`config.mk`:
```
export PLATFORM = sky130hd
export DESIGN_NAME = qrs_fifo
export DESIGN_NICKNAME = d
export VERILOG_FILES = /design/src/sv/quadratic_root_solver_assert.svh /design/src/sv/qrs_pkg.sv /design/src/sv/qrs_fifo.sv
export SDC_FILE = /design/constraint.sdc
export NUM_CORES = 1
export LEC_CHECK = 0
export ABC_AREA = 1
export BUFFER_PORTS_ARGS = -buffer_cell sky130_fd_sc_hd__buf_2
export CORE_ASPECT_RATIO = 0.5
export CORE_UTILIZATION = 35
export CTS_CLUSTER_DIAMETER = 80
export DETAILED_ROUTE_END_ITERATION = 7
export GPL_ROUTABILITY_DRIVEN = 0
export GPL_TIMING_DRIVEN = 0
export PLACE_DENSITY = 0.53
export SYNTH_ARGS = -nofsm -noshare
export SYNTH_HDL_FRONTEND = slang
export SYNTH_SLANG_ARGS = --single-unit
```
`constraint.sdc`:
```
create_clock -name clk -period 5.3 [get_ports clk]
set_clock_uncertainty 0.05 [all_clocks]
set_input_delay 0.795 -clock clk [delete_from_list [all_inputs] [get_ports clk]]
set_output_delay 0.795 -clock clk [all_outputs]
set_load 0.02 [all_outputs]
```
`src/sv/quadratic_root_solver_assert.svh`:
```
`ifndef QUADRATIC_ROOT_SOLVER_ASSERT_SVH
`define QUADRATIC_ROOT_SOLVER_ASSERT_SVH

// Same-cycle implication, checked outside reset.
`define QRS_ASSERT_NOW(label, ante, cons) \
    label: assert property (@(posedge clk) disable iff (!rst_n) (ante) |-> (cons)) \
        else $error("quadratic_root_solver: assertion failed");

// Next-cycle implication, checked outside reset.
`define QRS_ASSERT_NEXT(label, ante, cons) \
    label: assert property (@(posedge clk) disable iff (!rst_n) (ante) |=> (cons)) \
        else $error("quadratic_root_solver: assertion failed");

`endif

```
`src/sv/qrs_pkg.sv`:
```
package qrs_pkg;

    localparam int CoefW     = 16;
    localparam int RootW     = 32;
    localparam int DiscW     = 34;
    localparam int NbW       = 25;
    localparam int SqrtW     = 25;
    localparam int RadW      = 2 * SqrtW;
    localparam int SremW     = SqrtW + 2;
    localparam int NumW      = 27;
    localparam int MagW      = 26;
    localparam int DvdW      = MagW + 7;
    localparam int DremW     = CoefW + 1;
    localparam int FifoDepth = 4;

    localparam logic [1:0] STAT_NONE  = 2'd0;
    localparam logic [1:0] STAT_ONE   = 2'd1;
    localparam logic [1:0] STAT_TWO   = 2'd2;
    localparam logic [1:0] STAT_AZERO = 2'd3;

    localparam logic signed [RootW-1:0] ROOT_MAX = 32'sh7FFF_FFFF;
    localparam logic signed [RootW-1:0] ROOT_MIN = 32'sh8000_0000;

    typedef struct packed {
        logic signed [CoefW-1:0] coef_a;
        logic signed [CoefW-1:0] coef_b;
        logic signed [CoefW-1:0] coef_c;
    } qrs_in_t;

    typedef struct packed {
        logic [1:0]              root_status;
        logic signed [RootW-1:0] root_plus;
        logic signed [RootW-1:0] root_minus;
        logic                    root_saturated;
    } qrs_out_t;

    // Classified equation handed from front to back.
    typedef struct packed {
        logic [1:0]            status;
        logic                  a_neg;
        logic [CoefW-1:0]      den;
        logic signed [NbW-1:0] nb;
        logic [DiscW-2:0]      disc;
    } qrs_task_t;

endpackage

```
`src/sv/qrs_fifo.sv`:
```
module qrs_fifo #(
    parameter int DEPTH = qrs_pkg::FifoDepth
) (
    input  logic              clk,
    input  logic              rst_n,
    input  logic              push_valid,
    output logic              push_ready,
    input  qrs_pkg::qrs_task_t push_data,
    output logic              pop_valid,
    input  logic              pop_ready,
    output qrs_pkg::qrs_task_t pop_data
);
    import qrs_pkg::*;

    localparam int PtrW = (DEPTH > 1) ? $clog2(DEPTH) : 1;
    localparam int CntW = $clog2(DEPTH + 1);

    qrs_task_t         mem_reg [DEPTH];
    logic [PtrW-1:0]   wr_ptr_reg, rd_ptr_reg;
    logic [CntW-1:0]   count_reg;
    logic              push, pop;

    assign push_ready = (count_reg != CntW'(DEPTH));
    assign pop_valid  = (count_reg != '0);
    assign push       = push_valid && push_ready;
    assign pop        = pop_valid && pop_ready;
    assign pop_data   = mem_reg[rd_ptr_reg];

    always_ff @(posedge clk)
    begin
        if (push)
        begin
            mem_reg[wr_ptr_reg] <= push_data;
        end
    end

    always_ff @(posedge clk or negedge rst_n)
    begin
        if (!rst_n)
        begin
            wr_ptr_reg <= '0;
            rd_ptr_reg <= '0;
            count_reg  <= '0;
        end
        else
        begin
            if (push)
            begin
                wr_ptr_reg <= (wr_ptr_reg == PtrW'(DEPTH - 1)) ? '0 : wr_ptr_reg + 1'b1;
            end
            if (pop)
            begin
                rd_ptr_reg <= (rd_ptr_reg == PtrW'(DEPTH - 1)) ? '0 : rd_ptr_reg + 1'b1;
            end
            if (push && !pop)
            begin
                count_reg <= count_reg + 1'b1;
            end
            else if (pop && !push)
            begin
                count_reg <= count_reg - 1'b1;
            end
        end
    end
endmodule

```
==> results.yml <==
timing:
  drv_slew: 0
  tightest_slew_ns: 0.5719
  whs_ns: 0.01821
  hold_viol_final: 0
  rsz0062_at_grt: "false"
  fin_crit_sh_pct: 55.20
  finalSetupTns_ns: 0
  slew_headroom_pct: 61.87
  setup-violations-final: 0
  fmax_mhz: 341.8
  worst_slack_ns: 2.375
  post-route-min-period_ns: 2.925
placed_design:
  place_hpwl_mm: 19.25
  io_buffers: 159
  dp.cells: 1603
  dp_slack_ns: 2.769
  post_dp_cell_area_mm2: 0.01425
routing:
  routedWlPerCell_um: 17.66
  vias: 7596
  drt_drc_violations_left: 0
  vias_per_cell: 4.576
  drtPass1Iterations: 4
  drtIter0Drc: 382
  totalWireLength_mm: 29.32
  ant_nets: 0
floorplanning:
  die_h_um: 136.1
  dieArea_mm2: 0.03679
  die_w_um: 270.3
  initial_core_util_pct: 36.03
  core.rowCount: 48
  placeableCoreArea_mm2: 0.03495
  io_pins: 160
final_layout:
  fillers: 3139
  design_area_mm2: 0.01521
  nets: 1248
  syn_to_final_growth_pct: 20.76
  largest_reg_flops: 308
  drive_gt1_share_pct: 22.08
  finalNonFillerCells: 1660
setup_path:
  crit_fanout: 10
  slowest_stage: "dfrtp_1"
  crit_chain: "buf_4 > inv_2 > buf_4 > buf_6 > o211ai_1 > nand2_1 > buf_2"
  cp.required_ns: 4.45
  arrival_ns: 2.08
  crit_path_end_kind: "output pin"
  cp_common_cell: "buf_4"
  timing.rr.start: "count_reg[0]"
  timing_worst_setup_path_type: "flop to output pin"
  crit_path_start: "rd_ptr_reg[1]"
  slowest_delay_ns: 0.39
  critPathLaunchType: "flop"
global_routing:
  overflow: 0
  grt-busiest-layer: "met2"
  grt_max_degree: 28
  grt_pass1_vias: 7652
  met2_usage_pct: 29.89
  met1_usage_pct: 18.92
  grt_use_total_pct: 15.81
  grt_pass1_wl_mm: 44.14
  grt_util_met3_pct: 2.914
  antenna_found_initial: 2
clocking:
  cts_buffer_depth: 3
  cts_sinks: 315
  cts_root_buf: "clkbuf_16"
  numCtsBuffers: 30
  htree_levels: 1
  cts_setup_buffers: 0
  clk_latency_ns: 0.56
  post_cts_resized: 0
  cts_hold_buffers: 0
  cts_tree: "built"
  cts.clk_slew.worst_paths_ns: 0.07
status:
  status: "finished clean"
min_path:
  hold_path.class: "input port to asynchronous set/reset pin"
logic_synthesis:
  synth_cell_type_count: 17
  yosysSeqAreaShare_pct: 74.83
  synth_nets: 1045
  synthTopCellsByArea: "edfxtp_1, o211ai_1, nand2_1, inv_1, buf_2"
  synth_warnings: 0
  ys_ff_latch: 315
  synth_top_area_share_pct: 73.44
  yosys.area.top_type: "edfxtp_1"
  syn_area_mm2: 0.01259
  synthCells: 957
  synth.avg_cell_area_um2: 13.16
power:
  p_sw_mw: 3.355
  power.density_mw_per_mm2: 583.5
  seqPwrFrac_pct: 38.0
  pwr-share-comb_pct: 38.4
  power.leakage_nw: 6.048
  internal_power_mw: 5.520
  netSwitchingFraction_pct: 37.81
  ir_worst_vdd_mv: 0.2083
  p_clk_share_pct: 23.5
flow_run:
  maxCapViolCount: 0
## routing by layer
metal / part of all wire [%] / up-vias
met5: 0 / -
met1: 42 / 3726
met3: 3.3 / 35
li1: - / 3732
met2: 53 / 103
met4: 1.5 / 0
## cells in the mapped netlist
| cell | instances |
|---|---|
| edfxtp_1 | 308 |
| nand2_1 | 246 |
| inv_1 | 167 |
| o211ai_1 | 154 |
| buf_2 | 35 |
| buf_4 | 8 |
| dfrtp_1 | 7 |
| nand3_1 | 7 |
| ha_1 | 6 |
| nor2_1 | 6 |
| clkbuf_1 | 5 |
| buf_6 | 3 |
| fa_1 | 1 |
| inv_2 | 1 |
| nand4_1 | 1 |
| o21ai_0 | 1 |
| xnor2_1 | 1 |
## through the flow
stage / util, % / power [mW]
6_report: 43.51 / 8.875
4_1_cts: 43.49 / 9.023
2_1_floorplan: - / 5.575
3_5_place_dp: 40.78 / 6.929
5_1_grt: 43.49 / 9.382
3_3_place_gp: 40.01 / 6.871
## layout make-up
class / count / area, um2 / area share [%]
sequential: 315 / 9424 / 61.96
multi-input combinational: 423 / 2282 / 15.00
timing repair buffer: 171 / 1036 / 6.811
clock buffer: 39 / 805.8 / 5.298
inverter: 168 / 630.6 / 4.146
tap: 475 / 594.3 / 3.908
buffer: 51 / 287.8 / 1.892
clock inverter: 15 / 141.4 / 0.9296
antenna: 3 / 7.507 / 0.04936
## kinds of logic after synthesis
group / count (synthesis) / synth area share [%]
XOR/XNOR: 1 / 0.06955
AND/OR/NAND/NOR: 260 / 7.838
buffers and inverters: 219 / 7.292
AO/OA/AOI/OAI: 155 / 9.219
adder cells (fa/ha/maj): 7 / 0.7550
flip-flops: 315 / 74.83
## worst paths after layout
| path | endpoint | cells after the start | slack [ns] |
|---|---|---|---|
| max | pop_data[48] | 7 | 2.37 |
| min | rd_ptr_reg[1] | 1 | 0.02 |
| max reg2reg | mem_reg[1][13] | 6 | 3.02 |
| min reg2reg | count_reg[2] | 2 | 0.45 |
| max in group asynchronous | count_reg[1] | 1 | 5.01 |
| min in group clk | mem_reg[2][8] | 1 | 0.40 |
## power groups by stage
stage | Clock [mW] | Sequential (mW) | Combinational (mW)
6_report | 2.09 | 3.37 | 3.41
2_1_floorplan | 0 | 3.46 | 2.11
5_1_grt | 2.22 | 3.41 | 3.76
3_3_place_gp | 0 | 3.54 | 3.33
3_5_place_dp | 0 | 3.43 | 3.50
4_1_cts | 2.13 | 3.38 | 3.51
## worst max-delay path: cells and delay by family, from the launching register on
family	cells	cell delay, ns
AO/OA/AOI/OAI	1	0.10
AND/OR/NAND/NOR	1	0.13
flip-flops	1	0.39
buffers and inverters	5	0.88
## placed cells by master (no fill, tap or decap), drive strengths merged
master and n:
bufinv 3, inv 168, o21ai 1, nor2 6, buf 217, edfxtp 308
nand4 1, ha 6, dfrtp 7, nand3 7, clkbuf 44, diode 3
o211ai 154, clkinv 12, nand2 246, fa 1, xnor2 1
(Power assumes the default switching activity.)
